[src/sv/annb_pkg.sv]
// Shared types and constants of the Annex B unit splitter.
`default_nettype none

package annb_pkg;

  // Fixed widths of the result fields on the output stream.
  localparam int PAY_W = 24;
  localparam int OFF_W = 32;

  localparam logic STATUS_UNIT = 1'b0;
  localparam logic STATUS_ERR  = 1'b1;

  localparam logic [2:0] PREFIX3 = 3'd3;
  localparam logic [2:0] PREFIX4 = 3'd4;

  localparam logic [7:0] HDR_FORBID = 8'h80;
  localparam logic [7:0] HDR_PRIO   = 8'h60;
  localparam logic [7:0] HDR_TYPE   = 8'h1f;

  typedef struct packed {
    logic             status;
    logic             forbidden;
    logic [1:0]       ref_priority;
    logic [4:0]       unit_type;
    logic [PAY_W-1:0] payload_length;
    logic [2:0]       prefix_length;
    logic [PAY_W-1:0] total_length;
    logic [OFF_W-1:0] unit_offset;
  } res_t;

endpackage

`default_nettype wire

[src/sv/annb_in_reg.sv]
// Input register stage that takes stream bytes and hands them to the parser.
`default_nettype none

module annb_in_reg (
  input  wire logic       clk,
  input  wire logic       rst,
  input  wire logic       s_tvalid,
  output logic            s_tready,
  input  wire logic [7:0] s_tdata,    // data_byte
  input  wire logic       s_tlast,    // stream_end
  input  wire logic       drain_ok,
  output logic            step,
  output logic [7:0]      data_byte,
  output logic            stream_end
);

  logic valid;

  assign step     = valid && drain_ok;
  assign s_tready = !valid || step;

  always_ff @(posedge clk) begin
    if (rst) begin
      valid <= 1'b0;
    end else if (s_tvalid && s_tready) begin
      valid <= 1'b1;
    end else if (step) begin
      valid <= 1'b0;
    end
  end

  always_ff @(posedge clk) begin
    if (s_tvalid && s_tready) begin
      data_byte  <= s_tdata;
      stream_end <= s_tlast;
    end
  end

endmodule

`default_nettype wire

[src/sv/annb_parse.sv]
// Start code detector, unit counters, result formatting: one byte per cycle of step.
`default_nettype none

module annb_parse import annb_pkg::*; #(
  parameter int LEN_BITS    = 24,
  parameter int OFFSET_BITS = 32
) (
  input  wire logic       clk,
  input  wire logic       rst,
  input  wire logic       step,
  input  wire logic [7:0] data_byte,
  input  wire logic       stream_end,
  output res_t            res,
  output logic            res_valid
);

  typedef enum logic [1:0] {
    PH_LEAD = 2'd0,
    PH_UNIT = 2'd1,
    PH_HUNT = 2'd2
  } phase_t;

  localparam logic [LEN_BITS-1:0] LEN_MAX = '1;

  phase_t                 phase,       phase_next;
  logic [1:0]             lead_count,  lead_count_next;
  logic [1:0]             zero_run,    zero_run_next;
  logic [LEN_BITS-1:0]    unit_bytes,  unit_bytes_next;
  logic [2:0]             unit_prefix, unit_prefix_next;
  logic [7:0]             header_byte, header_byte_next;
  logic [OFFSET_BITS-1:0] unit_start,  unit_start_next;
  logic [OFFSET_BITS-1:0] stream_pos;

  logic                   is_zero, is_one, start_hit;
  logic [1:0]             zero_run_inc;
  logic [2:0]             hit_prefix, begin_prefix;
  logic [LEN_BITS-1:0]    hit_back;
  logic                   do_begin, emit, emit_err, emit_empty;
  logic [7:0]             emit_hdr;
  logic [LEN_BITS-1:0]    emit_pay;
  logic [2:0]             emit_prefix;
  logic [OFFSET_BITS-1:0] emit_off;

  assign is_zero      = (data_byte == 8'd0);
  assign is_one       = (data_byte == 8'd1);
  assign start_hit    = is_one && (zero_run >= 2'd2);
  assign zero_run_inc = !is_zero ? 2'd0 : ((zero_run == 2'd3) ? 2'd3 : zero_run + 2'd1);
  assign hit_prefix   = (zero_run == 2'd3) ? PREFIX4 : PREFIX3;
  assign hit_back     = LEN_BITS'(hit_prefix) - LEN_BITS'(1);

  always_comb begin
    phase_next       = phase;
    lead_count_next  = lead_count;
    zero_run_next    = zero_run;
    unit_bytes_next  = unit_bytes;
    unit_prefix_next = unit_prefix;
    header_byte_next = header_byte;
    unit_start_next  = unit_start;
    do_begin         = 1'b0;
    begin_prefix     = PREFIX3;
    emit             = 1'b0;
    emit_err         = 1'b0;
    emit_empty       = 1'b0;
    emit_hdr         = header_byte;
    emit_pay         = '0;
    emit_prefix      = unit_prefix;
    emit_off         = unit_start;

    unique case (phase)
      PH_LEAD: begin
        logic ok;
        logic done;
        logic [2:0] np;
        done = 1'b0;
        np   = PREFIX3;
        if (lead_count < 2'd2) begin
          ok = is_zero;
        end else if (lead_count == 2'd2) begin
          ok   = is_zero || is_one;
          done = is_one;
        end else begin
          ok   = is_one;
          done = is_one;
          np   = PREFIX4;
        end
        if (!ok) begin
          emit_err      = 1'b1;
          phase_next    = PH_HUNT;
          zero_run_next = is_zero ? 2'd3 : 2'd0;
        end else if (done) begin
          do_begin     = 1'b1;
          begin_prefix = np;
          emit_empty   = stream_end;
        end else begin
          lead_count_next = lead_count + 2'd1;
          emit_err        = stream_end;
        end
      end
      PH_UNIT: begin
        if (start_hit) begin
          emit         = 1'b1;
          do_begin     = 1'b1;
          begin_prefix = hit_prefix;
          if (unit_bytes == LEN_MAX) begin
            emit_pay = LEN_MAX;
          end else if (unit_bytes >= hit_back) begin
            emit_pay = unit_bytes - hit_back;
          end else begin
            emit_pay = '0;
          end
        end else begin
          if (unit_bytes == '0) begin
            header_byte_next = data_byte;
          end
          if (unit_bytes != LEN_MAX) begin
            unit_bytes_next = unit_bytes + LEN_BITS'(1);
          end
          zero_run_next = zero_run_inc;
          emit          = stream_end;
          emit_hdr      = header_byte_next;
          emit_pay      = unit_bytes_next;
        end
      end
      default: begin
        // Hunting for a start code; the unused phase code behaves the same.
        if (start_hit) begin
          do_begin     = 1'b1;
          begin_prefix = hit_prefix;
          emit_empty   = stream_end;
        end else begin
          zero_run_next = zero_run_inc;
        end
      end
    endcase

    if (do_begin) begin
      phase_next       = PH_UNIT;
      unit_prefix_next = begin_prefix;
      unit_start_next  = stream_pos - OFFSET_BITS'(begin_prefix - 3'd1);
      unit_bytes_next  = '0;
      zero_run_next    = 2'd0;
      header_byte_next = 8'd0;
    end

    // A start code completed on the final byte reports an empty unit.
    if (emit_empty) begin
      emit        = 1'b1;
      emit_hdr    = 8'd0;
      emit_pay    = '0;
      emit_prefix = begin_prefix;
      emit_off    = unit_start_next;
    end
  end

  always_comb begin
    logic [7:0]          hdr_eff;
    logic [7:0]          fb, pr, ut;
    logic [LEN_BITS:0]   total_wide;
    logic [LEN_BITS-1:0] total_sat;
    hdr_eff    = (emit_pay == '0) ? 8'd0 : emit_hdr;
    fb         = hdr_eff & HDR_FORBID;
    pr         = hdr_eff & HDR_PRIO;
    ut         = hdr_eff & HDR_TYPE;
    total_wide = {1'b0, emit_pay} + (LEN_BITS + 1)'(emit_prefix);
    total_sat  = (total_wide > {1'b0, LEN_MAX}) ? LEN_MAX : total_wide[LEN_BITS-1:0];
    if (emit_err) begin
      res        = '0;
      res.status = STATUS_ERR;
    end else begin
      res.status         = STATUS_UNIT;
      res.forbidden      = fb[7];
      res.ref_priority   = pr[6:5];
      res.unit_type      = ut[4:0];
      res.payload_length = PAY_W'(emit_pay);
      res.prefix_length  = emit_prefix;
      res.total_length   = PAY_W'(total_sat);
      res.unit_offset    = OFF_W'(emit_off);
    end
  end

  assign res_valid = step && (emit || emit_err);

  always_ff @(posedge clk) begin
    if (rst || (step && stream_end)) begin
      phase       <= PH_LEAD;
      lead_count  <= 2'd0;
      zero_run    <= 2'd0;
      unit_bytes  <= '0;
      unit_prefix <= PREFIX3;
      header_byte <= 8'd0;
      unit_start  <= '0;
      stream_pos  <= '0;
    end else if (step) begin
      phase       <= phase_next;
      lead_count  <= lead_count_next;
      zero_run    <= zero_run_next;
      unit_bytes  <= unit_bytes_next;
      unit_prefix <= unit_prefix_next;
      header_byte <= header_byte_next;
      unit_start  <= unit_start_next;
      stream_pos  <= stream_pos + OFFSET_BITS'(1);
    end
  end

  a_prefix_legal: assert property (@(posedge clk) disable iff (rst)
    unit_prefix == PREFIX3 || unit_prefix == PREFIX4)
    else $error("unit prefix length is neither three nor four");

  a_end_restarts: assert property (@(posedge clk) disable iff (rst)
    step && stream_end |=> phase == PH_LEAD && stream_pos == '0 && lead_count == 2'd0)
    else $error("state did not return to the leading start code after the final byte");

  a_error_clean: assert property (@(posedge clk) disable iff (rst)
    res_valid && res.status == STATUS_ERR |->
      res.payload_length == '0 && res.total_length == '0 && res.unit_offset == '0)
    else $error("error result carries nonzero fields");

endmodule

`default_nettype wire

[src/sv/annb_out_reg.sv]
// Result register that holds one finished item for the output stream.
`default_nettype none

module annb_out_reg import annb_pkg::*; (
  input  wire logic       clk,
  input  wire logic       rst,
  input  wire logic       load,
  input  wire res_t       res_in,
  output logic            drain_ok,
  output logic            m_tvalid,
  input  wire logic       m_tready,
  output logic [95:0]     m_tdata,   // forbidden, ref_priority, unit_type, payload_length,
                                     // prefix_length, total_length, unit_offset, zero fill
  output logic            m_tuser    // status
);

  res_t held;

  assign drain_ok = !m_tvalid || m_tready;

  always_ff @(posedge clk) begin
    if (rst) begin
      m_tvalid <= 1'b0;
    end else if (load) begin
      m_tvalid <= 1'b1;
    end else if (m_tready) begin
      m_tvalid <= 1'b0;
    end
  end

  always_ff @(posedge clk) begin
    if (load) begin
      held <= res_in;
    end
  end

  assign m_tuser = held.status;
  assign m_tdata = {5'd0, held.unit_offset, held.total_length, held.prefix_length,
                    held.payload_length, held.unit_type, held.ref_priority, held.forbidden};

endmodule

`default_nettype wire

[src/sv/annexb_nal_unit_splitter_top.sv]
// Top level of the Annex B unit splitter: input register, parser and result register.
//
//   channel  direction  handshake          payload
//   s_*      in         s_tvalid/s_tready  s_tdata = data_byte, s_tlast = stream_end
//   m_*      out        m_tvalid/m_tready  m_tdata = unit record fields, m_tuser = status
//
// One byte is taken every cycle while the result register drains; the parser state
// update is a single registered stage. A result is presented on m_* once the byte which
// closes the unit has stepped the parser and the result register has loaded it.
// Reset is synchronous and clears the parser to wait for a leading start code.
// When the result register holds an item that is not taken, the input register stalls
// and s_tready falls once it is full.
`default_nettype none

module annexb_nal_unit_splitter_top import annb_pkg::*; #(
  parameter int LEN_BITS    = 24,
  parameter int OFFSET_BITS = 32
) (
  input  wire logic        clk,
  input  wire logic        rst,
  input  wire logic        s_tvalid,
  output logic             s_tready,
  input  wire logic [7:0]  s_tdata,    // data_byte
  input  wire logic        s_tlast,    // stream_end
  output logic             m_tvalid,
  input  wire logic        m_tready,
  output logic [95:0]      m_tdata,    // forbidden, ref_priority, unit_type, payload_length,
                                       // prefix_length, total_length, unit_offset, zero fill
  output logic             m_tuser     // status
);

  logic       drain_ok;
  logic       step;
  logic [7:0] data_byte;
  logic       stream_end;
  res_t       res;
  logic       res_valid;

  annb_in_reg u_in_reg (
    .clk        (clk),
    .rst        (rst),
    .s_tvalid   (s_tvalid),
    .s_tready   (s_tready),
    .s_tdata    (s_tdata),
    .s_tlast    (s_tlast),
    .drain_ok   (drain_ok),
    .step       (step),
    .data_byte  (data_byte),
    .stream_end (stream_end)
  );

  annb_parse #(
    .LEN_BITS    (LEN_BITS),
    .OFFSET_BITS (OFFSET_BITS)
  ) u_parse (
    .clk        (clk),
    .rst        (rst),
    .step       (step),
    .data_byte  (data_byte),
    .stream_end (stream_end),
    .res        (res),
    .res_valid  (res_valid)
  );

  annb_out_reg u_out_reg (
    .clk      (clk),
    .rst      (rst),
    .load     (res_valid),
    .res_in   (res),
    .drain_ok (drain_ok),
    .m_tvalid (m_tvalid),
    .m_tready (m_tready),
    .m_tdata  (m_tdata),
    .m_tuser  (m_tuser)
  );

endmodule

`default_nettype wire
[config.mk]
export PLATFORM = sky130hd
export DESIGN_NAME = annexb_nal_unit_splitter_top
export DESIGN_NICKNAME = d
export VERILOG_FILES = /design/src/sv/annb_pkg.sv /design/src/sv/annb_in_reg.sv /design/src/sv/annb_parse.sv /design/src/sv/annb_out_reg.sv /design/src/sv/annexb_nal_unit_splitter_top.sv
export SDC_FILE = /design/constraint.sdc
export NUM_CORES = 1
export LEC_CHECK = 0
export BUFFER_PORTS_ARGS = -buffer_cell sky130_fd_sc_hd__buf_2
export CAP_MARGIN = 5
export CELL_PAD_IN_SITES_DETAIL_PLACEMENT = 0
export CELL_PAD_IN_SITES_GLOBAL_PLACEMENT = 2
export CORE_ASPECT_RATIO = 1.1
export CORE_MARGIN = 2
export CORE_UTILIZATION = 40
export DETAILED_ROUTE_END_ITERATION = 7
export GPL_ROUTABILITY_DRIVEN = 0
export PLACE_DENSITY_LB_ADDON = 0.1
export SLEW_MARGIN = 20
export SYNTH_ARGS = -nofsm -noshare
export SYNTH_HDL_FRONTEND = slang
export SYNTH_HIERARCHICAL = 1
export SYNTH_SLANG_ARGS = --single-unit
[constraint.sdc]
create_clock -name clk -period 18.7 [get_ports clk]
set_input_delay 0.935 -clock clk [delete_from_list [all_inputs] [get_ports clk]]
set_output_delay 0.935 -clock clk [all_outputs]
set_load 0.01 [all_outputs]
==> results of run 1 <==
## flip-flops by register name (all words and copies together), names as in the netlist, 8 cells and up
register             count
u_parse/unit_start      32
u_parse/unit_bytes      24
u_in_reg/data_byte       8
u_parse/header_byte      8
u_parse/stream_pos      32
u_out_reg/m_tdata       91
## kinds of logic after synthesis
group / count (synthesis) / synth area share, %
xor gates and xnor gates: 80 / 5.76
and+or+nand+nor: 557 / 23.6
muxes: 25 / 2.19
adders and majority gates: 40 / 4.11
AOI/OAI and AO/OA: 336 / 17.8
DFF: 207 / 42.4
other: 2 / 0.0617
buffers and inverters: 116 / 4.13
## stage by stage
step	setup WS (ns)	total power [W]
final	12.92	0.000984
after global routing	12.59	0.00103
after CTS	13.03	0.00100
after detailed placement	13.06	0.000557
after global placement	13.24	0.000556
after floorplan	12.08	0.000537
## power groups by stage
stage                     clock [W]  sequential [W]  combinational [W]
after floorplan                   0        0.000509          0.0000288
after global placement            0        0.000503          0.0000537
after detailed placement          0        0.000503          0.0000540
after CTS                  0.000453        0.000493          0.0000542
after global routing       0.000474        0.000494          0.0000591
final                      0.000438        0.000493          0.0000531
## worst max path at each step
stage	endpoint	cells after the start
after floorplan	u_out_reg/m_tvalid	7
after global placement	u_out_reg/m_tdata[48]	12
after detailed placement	u_out_reg/m_tdata[41]	12
after CTS	u_out_reg/m_tdata[41]	12
after global routing	u_out_reg/m_tdata[48]	12
final	u_out_reg/m_tdata[41]	12
## final cells by class
| class | count | area [µm²] | share of cell area, % |
|---|---|---|---|
| Multi-Input combinational cell | 1071 | 6670 | 48.2 |
| Clock inverter | 13 | 77.6 | 0.561 |
| Clock buffer | 31 | 658 | 4.76 |
| Inverter | 31 | 116 | 0.842 |
| Sequential cell | 207 | 5150 | 37.3 |
| Tap cell | 374 | 468 | 3.38 |
| Timing Repair Buffer | 126 | 681 | 4.92 |
## worst max-delay path, delay by kind of cell, from the launching register on
kind,cells,cell delay (ns)
AOI/OAI and AO/OA,4,1.94
DFF,1,0.43
and+or+nand+nor,6,2.72
adders and majority gates,2,0.43
## cells in the mapped netlist (all sizes together), types with 8 or more instances
| library cell | n | area share, % |
|---|---|---|
| o31ai | 11 | 0.72 |
| inv | 31 | 0.96 |
| nand3 | 68 | 2.9 |
| o211ai | 8 | 0.49 |
| nand2b | 12 | 0.74 |
| nor4 | 20 | 1.1 |
| a21o | 13 | 0.80 |
| edfxtp | 101 | 25 |
| dfxtp | 106 | 17 |
| nor3 | 42 | 1.7 |
| nand4 | 29 | 1.6 |
| nand2 | 105 | 3.4 |
| a22oi | 11 | 0.68 |
| and2 | 24 | 1.3 |
| buf | 32 | 1.5 |
| ha | 40 | 4.1 |
| a31oi | 19 | 0.98 |
| and3 | 23 | 1.2 |
| or3 | 21 | 1.1 |
| xor2 | 44 | 3.2 |
| mux2i | 21 | 1.7 |
| or4 | 11 | 0.74 |
| clkbuf | 53 | 1.6 |
| xnor2 | 36 | 2.6 |
| o21ai | 102 | 4.2 |
| nor2b | 8 | 0.41 |
| a21oi | 82 | 3.5 |
| a211oi | 17 | 1.1 |
| nor2 | 159 | 4.9 |
| or2 | 10 | 0.51 |
## per-layer routing
| layer | vias to the layer above | routed length, µm | track usage, % |
|---|---|---|---|
| met3 | 66 | 1490 | 2.52 |
| met2 | 280 | 18300 | 40.8 |
| li1 | 5179 | - | - |
| met4 | 0 | 1170 | 7.89 |
| met1 | 5089 | 14800 | 27.1 |
| met5 | - | 0 | 0 |
==> impl_metrics.json, run 1 <==
{
  "grt_pass1_wl_um": 56800,
  "holdPathStages": 2,
  "grt_pass1_vias": 10300,
  "period_share_pct": 30.9,
  "setup_violations": 0,
  "dieArea_mm2": 0.0318,
  "cts_resized": 0,
  "cts.sinks": 207,
  "vdd_drop_max_mv": 0.0472,
  "die_h_um": 187,
  "path_class": "register to register",
  "max-cap-violations": 0,
  "core_area_mm2": 0.0297,
  "synth-edff-count": 101,
  "hold_path_class": "register to register",
  "async_flop_share_pct": 0,
  "via_per_inst": 5.73,
  "worst_slew_pin_slew_ns": 1.08,
  "grt_remaining_overflow": 0,
  "holdPathEnd": "u_parse/unit_start[30]",
  "cp_common_cell": "ha_1",
  "fin_area_mm2": 0.0138,
  "final_common_cell": "nor2_1",
  "grt_antenna_before_repair": 0,
  "dp_cells": 1809,
  "hp-start": "u_parse/unit_start[30]",
  "clock_latency_ns": 0.53,
  "vias": 10600,
  "slowest_delay_ns": 0.85,
  "max_freq_mhz": 173,
  "status": "finished, final reports clean",
  "final_cell_mix": "159 x nor2_1, 106 x buf_2, 106 x dfxtp_1",
  "ys_seq_area_share_pct": 42.4,
  "drt_pre_antenna_iters": 5,
  "area_delta_synth_final_pct": 13.6,
  "wl_per_cell_um": 19.3,
  "syn_area_mm2": 0.0122,
  "layout_min_cycle_time_ns": 5.78,
  "path_max_fanout": 13,
  "cp.arrival_ns": 6.06,
  "io_pins": 112,
  "drcViolationCount": 0,
  "switchingPower_w": 0.000231,
  "syn_avg_cell_area_um2": 8.93,
  "slowest_stage": "nor4_1",
  "nFillCells": 2964,
  "antennaDiodeCount": 0,
  "drt_iter0_markers": 695,
  "rsz0062_at_grt": "false",
  "finalNetCount": 1514,
  "yosys_warnings": 6,
  "internal_power_w": 0.000753,
  "drv_slew": 0,
  "antenna_left": 0,
  "slew_headroom_pct": 26.3,
  "worst_hold_slack_ns": 0.456,
  "ys.flop_type": "dfxtp_1",
  "cts_made_buffers": 24,
  "grt_max_degree": 78,
  "p_clk_share_pct": 44.5,
  "combinationalPowerShare_pct": 5.4,
  "drive_gt1_share_pct": 15.1,
  "setup-tns-final_ns": 0,
  "finalClockSkew_ns": 0.0171,
  "htree_num_levels": 1,
  "hold_buffers": 0,
  "placed_cell_area_mm2": 0.0131,
  "swShare_pct": 23.5,
  "hold_viol_final": 0,
  "cts_tree": "yes",
  "final_cells": 1853,
  "cp.required_ns": 18.98,
  "post_cts_buffers": 0,
  "cts_root_buf": "clkbuf_16",
  "pwr-share-seq_pct": 50.1,
  "portBuffers": 106,
  "r2r_start": "u_in_reg/data_byte[2]",
  "leakage_nw": 5.18,
  "start_util_pct": 40.9,
  "path_cells": "nor4_1, nand3_1, a21oi_1, o21ai_0, o211a_1, ha_1, ha_1, a221oi_1, nor4b_4, and4_1, and3_1, or3_1",
  "rows": 66,
  "synth_cells": 1363,
  "ys_seq_elements": 207,
  "fin_util_pct": 46.5,
  "rrSetupSlack_ns": 12.92,
  "path_clk_slew_ns": 0.06,
  "grt_usage_pct": 22.4,
  "r2r-end": "u_out_reg/m_tdata[41]",
  "cp-start-kind": "register",
  "reg2reg_depth": 12,
  "startpoint": "u_in_reg/data_byte[2]",
  "die_x_um": 170,
  "cp-end-kind": "register",
  "routed_wirelength_um": 35800,
  "yosysUniqueCellTypes": 86,
  "clk_path_buf_depth": 3,
  "hpwl_um": 26100,
  "p_per_area_mw_per_mm2": 71.2
}
(Power assumes the default switching activity.)
==> run 2: changes to the inputs <==
Settings changed: CORE_UTILIZATION 40 to 34.
Clock period 18.7 ns to 4.74 ns, I/O delays scaled along.
==> impl_metrics.json, run 2 (synthesis results as in run 1) <==
{
  "status": "finished, final reports clean",
  "io_pins": 112,
  "routed_wirelength_um": 39100,
  "grt_remaining_overflow": 0,
  "htree_num_levels": 1,
  "r2r_start": "u_parse/zero_run[1]",
  "period_share_pct": 95.0,
  "dieArea_mm2": 0.0373,
  "cts_made_buffers": 25,
  "cp.required_ns": 5.02,
  "leakage_nw": 5.65,
  "finalClockSkew_ns": 0.0109,
  "cp.arrival_ns": 4.79,
  "nFillCells": 3578,
  "grt_pass1_wl_um": 61300,
  "cts.sinks": 207,
  "die_x_um": 184,
  "layout_min_cycle_time_ns": 4.50,
  "p_per_area_mw_per_mm2": 278,
  "hold_path_class": "primary input to register",
  "cp-end-kind": "register",
  "final_common_cell": "nor2_1",
  "cp-start-kind": "register",
  "setup_violations": 0,
  "path_class": "register to register",
  "drt_iter0_markers": 595,
  "wl_per_cell_um": 19.1,
  "drcViolationCount": 0,
  "p_total_w": 0.00409,
  "vdd_drop_max_mv": 0.242,
  "clk_path_buf_depth": 3,
  "die_h_um": 202,
  "fin_area_mm2": 0.0147,
  "multi_input_area_mm2": 0.00668,
  "startpoint": "u_parse/zero_run[1]",
  "vias": 10800,
  "max-cap-violations": 0,
  "drive_gt1_share_pct": 19.2,
  "placed_cell_area_mm2": 0.0138,
  "worst_slew_pin_slew_ns": 0.974,
  "seq_area_mm2": 0.00515,
  "cts_tree": "yes",
  "clock_latency_ns": 0.54,
  "area_delta_synth_final_pct": 21.1,
  "portBuffers": 106,
  "drt_pre_antenna_iters": 5,
  "antennaDiodeCount": 0,
  "drv_slew": 0,
  "antenna_left": 0,
  "grt_pass1_vias": 10800,
  "cts_root_buf": "clkbuf_16",
  "path_max_fanout": 9,
  "setup-tns-final_ns": 0,
  "grt_antenna_before_repair": 0,
  "start_util_pct": 34.5,
  "hp-start": "s_tvalid",
  "grt_usage_pct": 21.1,
  "grt_max_degree": 52,
  "final_cell_mix": "159 x nor2_1, 106 x buf_2, 106 x dfxtp_1",
  "finalNetCount": 1599,
  "via_per_inst": 5.28,
  "hold_viol_final": 0,
  "core_area_mm2": 0.0352,
  "hpwl_um": 29200,
  "path_clk_slew_ns": 0.06,
  "largest_reg_flops": 91,
  "slew_headroom_pct": 34.8,
  "rsz0062_at_grt": "false",
  "rows": 72,
  "max_freq_mhz": 222
}
[run 2: cell types whose count changed in the layout (fill, tap and decap cells not counted), sizes merged]
| cell | previous run | this run |
|---|---|---|
| buf | 126 | 198 |
| dlygate4sd3 | 0 | 12 |
| bufinv | 0 | 3 |
| clkbuf | 31 | 29 |
| clkinv | 10 | 12 |
| clkinvlp | 2 | 0 |
| inv | 32 | 33 |
[run 2: worst max-delay path, stage by stage, from the launching register on]
cell	delay [ns]
dfxtp_1	0.42
and2_1	0.19
ha_1	0.20
inv_1	0.05
ha_1	0.23
nor3_1	0.60
nand3_1	0.21
nor4_1	0.25
a2bb2oi_1	0.11
o32a_1	0.38
inv_1	0.14
nand4_1	0.16
or4b_1	0.68
o31a_1	0.29
or3_1	0.33
[run 2: final timing paths]
kind                                          endpoint  slack [ns]  cells after the start
worst min register to register  u_parse/unit_start[31]        0.45                      2
worst max-delay path             u_out_reg/m_tdata[54]        0.24                     14
worst min-delay path             u_in_reg/data_byte[5]        0.14                      2
worst max register to register   u_out_reg/m_tdata[54]        0.24                     14
[run 2: metrics by stage]
stage	utilization (%)	worst slack (ns)	std cells	hold WS, ns
floorplan	-	0.224	1394	0.299
global placement	39.1	0.122	1987	0.417
detailed placement	39.1	0.111	1987	0.416
CTS	41.7	0.0963	2045	0.107
global route	41.8	0.0256	2046	0.128
finish	41.8	0.237	2046	0.136
[run 2: report_power, final]
group | internal [W] | switching [W] | leakage (nW) | total, W
combinational | 0.0000802 | 0.000155 | 3.46 | 0.000236
sequential | 0.00192 | 0.0000211 | 1.79 | 0.00194
clock | 0.00113 | 0.000776 | 0.400 | 0.00191
[run 2: what timing repair did]
action | 4_1_cts | 5_1_grt
endpoints found under the hold margin | 11 | 0
resized for setup | 0 | 5
hold buffers | 12 | 0
buffers inserted | 0 | 1
setup endpoints to repair | 0 | 19
[run 2: area by class of cell]
cell class / instances / share of cell area (%)
Multi-Input combinational cell: 1071 / 45.4
Sequential cell: 207 / 35.0
Timing Repair Buffer: 210 / 9.27
Clock buffer: 29 / 4.35
Tap cell: 481 / 4.08
Clock inverter: 17 / 1.15
Inverter: 31 / 0.790
[run 2: routing by layer]
layer	global-route usage [%]	vias to the layer above	routed length, µm
met2	38.0	248	19800
li1	-	5365	-
met5	0	-	0
met1	25.8	5111	16700
met4	7.49	0	1290
met3	2.29	75	1370
==> run 3: changes to the inputs <==
Settings changed: CORE_ASPECT_RATIO 1.1 to 1.5, SKIP_LAST_GASP set to 1.
==> impl_metrics.json, run 3 (synthesis results as in run 1) <==
{
  "drv_slew": 0,
  "dp_cells": 1983,
  "slowest_stage": "or4_1",
  "drt_iter0_markers": 665,
  "period_share_pct": 93.0,
  "cp.arrival_ns": 4.79,
  "hpwl_um": 31300,
  "hp-start": "m_tready",
  "reg2reg_depth": 20,
  "via_per_inst": 5.39,
  "setup_violations": 0,
  "drt_pre_antenna_iters": 5,
  "placed_cell_area_mm2": 0.0138,
  "finalNetCount": 1601,
  "max-cap-violations": 0,
  "rsz0062_at_grt": "true",
  "htree_num_levels": 1,
  "antenna_left": 0,
  "cp.required_ns": 5.12,
  "grt_pass1_vias": 10900,
  "final_cells": 2038,
  "clk_path_buf_depth": 3,
  "io_pins": 112,
  "r2r_start": "u_parse/zero_run[1]",
  "largest_reg_flops": 91,
  "cts_tree": "yes",
  "worst_slew_pin_slew_ns": 1.02,
  "path_buf_inv": 4,
  "clock_latency_ns": 0.54,
  "worst_hold_slack_ns": 0.379,
  "portBuffers": 106,
  "cp-start-kind": "register",
  "die_x_um": 158,
  "fin_area_mm2": 0.0147,
  "grt_remaining_overflow": 0,
  "path_class": "register to register",
  "rows": 84,
  "grt_max_degree": 49,
  "cts_made_buffers": 23,
  "max_freq_mhz": 227,
  "grt_pass1_wl_um": 62900,
  "grt_usage_pct": 22.0,
  "vias": 11000,
  "status": "finished, final reports clean",
  "grt_antenna_before_repair": 0,
  "p_per_area_mw_per_mm2": 276,
  "holdPathEnd": "u_in_reg/data_byte[4]",
  "path_max_fanout": 12,
  "wl_per_cell_um": 20.2,
  "rrSetupSlack_ns": 0.33,
  "slew_headroom_pct": 32.2,
  "hold_viol_final": 0,
  "final_common_cell": "nor2_1",
  "die_h_um": 236,
  "leakage_nw": 5.65,
  "r2r-end": "u_out_reg/m_tdata[38]",
  "drcViolationCount": 0,
  "finalClockSkew_ns": 0.0191,
  "antennaDiodeCount": 0,
  "cts.sinks": 207,
  "cp-end-kind": "register",
  "hold_path_class": "primary input to register",
  "dieArea_mm2": 0.0373,
  "slowest_delay_ns": 0.47,
  "crit_family": "compound AO/OA/AOI/OAI gates",
  "routed_wirelength_um": 41300,
  "core_area_mm2": 0.0352,
  "holdPathStages": 4,
  "path_cells": "and2_1, ha_1, inv_1, ha_1, a21oi_1, nand4_1, o21ai_1, o22a_1, o221a_2, nor2_1, ha_1, inv_1, a221oi_1, a221oi_1, buf_4, nor4b_4, nand4_2, or4_1, buf_4, a21oi_1",
  "fin_util_pct": 41.8,
  "start_util_pct": 34.6,
  "post_cts_buffers": 0,
  "crit_cells": 20,
  "path_clk_slew_ns": 0.06,
  "area_delta_synth_final_pct": 20.9,
  "final_cell_mix": "159 x nor2_1, 106 x buf_2, 105 x dfxtp_1",
  "drive_gt1_share_pct": 19.2,
  "setup-tns-final_ns": 0,
  "cp_common_cell": "ha_1",
  "vdd_drop_max_mv": 0.229,
  "cts_root_buf": "clkbuf_16",
  "layout_min_cycle_time_ns": 4.41
}
==> run 3: cell types whose count changed in the layout (fill, tap and decap cells not counted), moves of 2 or more <==
cell	change
clkinvlp_4	+2
clkinv_4	-2
a21oi_2	-2
clkbuf_16	-2
clkinv_1	-4
clkinv_2	+2
buf_4	+3
==> run 3: layer usage <==
layer	track usage (%)	vias up	share of wire (%)
li1	-	5347	-
met1	22.4	5300	36
met2	42.9	241	56
met3	2.23	97	3.0
met4	11.1	0	5.3
met5	0	-	0
==> run 3: worst register-to-register path, stage by stage (launching register included) <==
cell and delay [ns]:
dfxtp_2 0.38, and2_1 0.16, ha_1 0.19, inv_1 0.05, ha_1 0.22, a21oi_1 0.20, nand4_1 0.15, o21ai_1 0.19
o22a_1 0.17, o221a_2 0.23, nor2_1 0.05, ha_1 0.33, inv_1 0.08, a221oi_1 0.24, a221oi_1 0.13, buf_4 0.18
nor4b_4 0.31, nand4_2 0.15, or4_1 0.47, buf_4 0.23, a21oi_1 0.15
==> run 3: final cells by class <==
class / count / area (µm²)
clock buffer: 27 / 591
clock inverter: 15 / 183
fill: 3611 / 20500
inverter: 31 / 116
multi-input combinational: 1071 / 6680
sequential: 207 / 5160
tap: 473 / 592
timing repair buffer: 214 / 1400
==> run 3: power breakdown <==
part	switching, W	internal, W
combinational	0.000157	0.0000790
sequential	0.0000221	0.00192
clock	0.000763	0.00111
total	0.000942	0.00311
==> run 3: through the flow <==
step / total power [W] / worst slack [ns]
floorplan: 0.00212 / 0.224
global placement: 0.00221 / 0.196
detailed placement: 0.00222 / 0.136
CTS: 0.00413 / 0.0881
global route: 0.00421 / -0.0138
finish: 0.00406 / 0.331
==> run 3: worst max path at each step <==
stage	from	slack (ns)	endpoint
2_1_floorplan	u_parse/unit_bytes[1]	0.22	u_out_reg/m_tdata[41]
3_3_place_gp	u_in_reg/data_byte[3]	0.20	u_out_reg/m_tdata[89]
3_5_place_dp	u_in_reg/data_byte[3]	0.14	u_out_reg/m_tdata[89]
4_1_cts	u_in_reg/data_byte[3]	0.09	u_out_reg/m_tdata[89]
5_1_grt	u_parse/zero_run[0]	-0.01	u_out_reg/m_tdata[38]
6_report	u_parse/zero_run[1]	0.33	u_out_reg/m_tdata[38]
==> run 3: repair_timing <==
item	CTS	global route
endpoints found under the hold margin	11	0
resized for setup	0	3
setup endpoints to repair	0	7
hold buffers	13	0
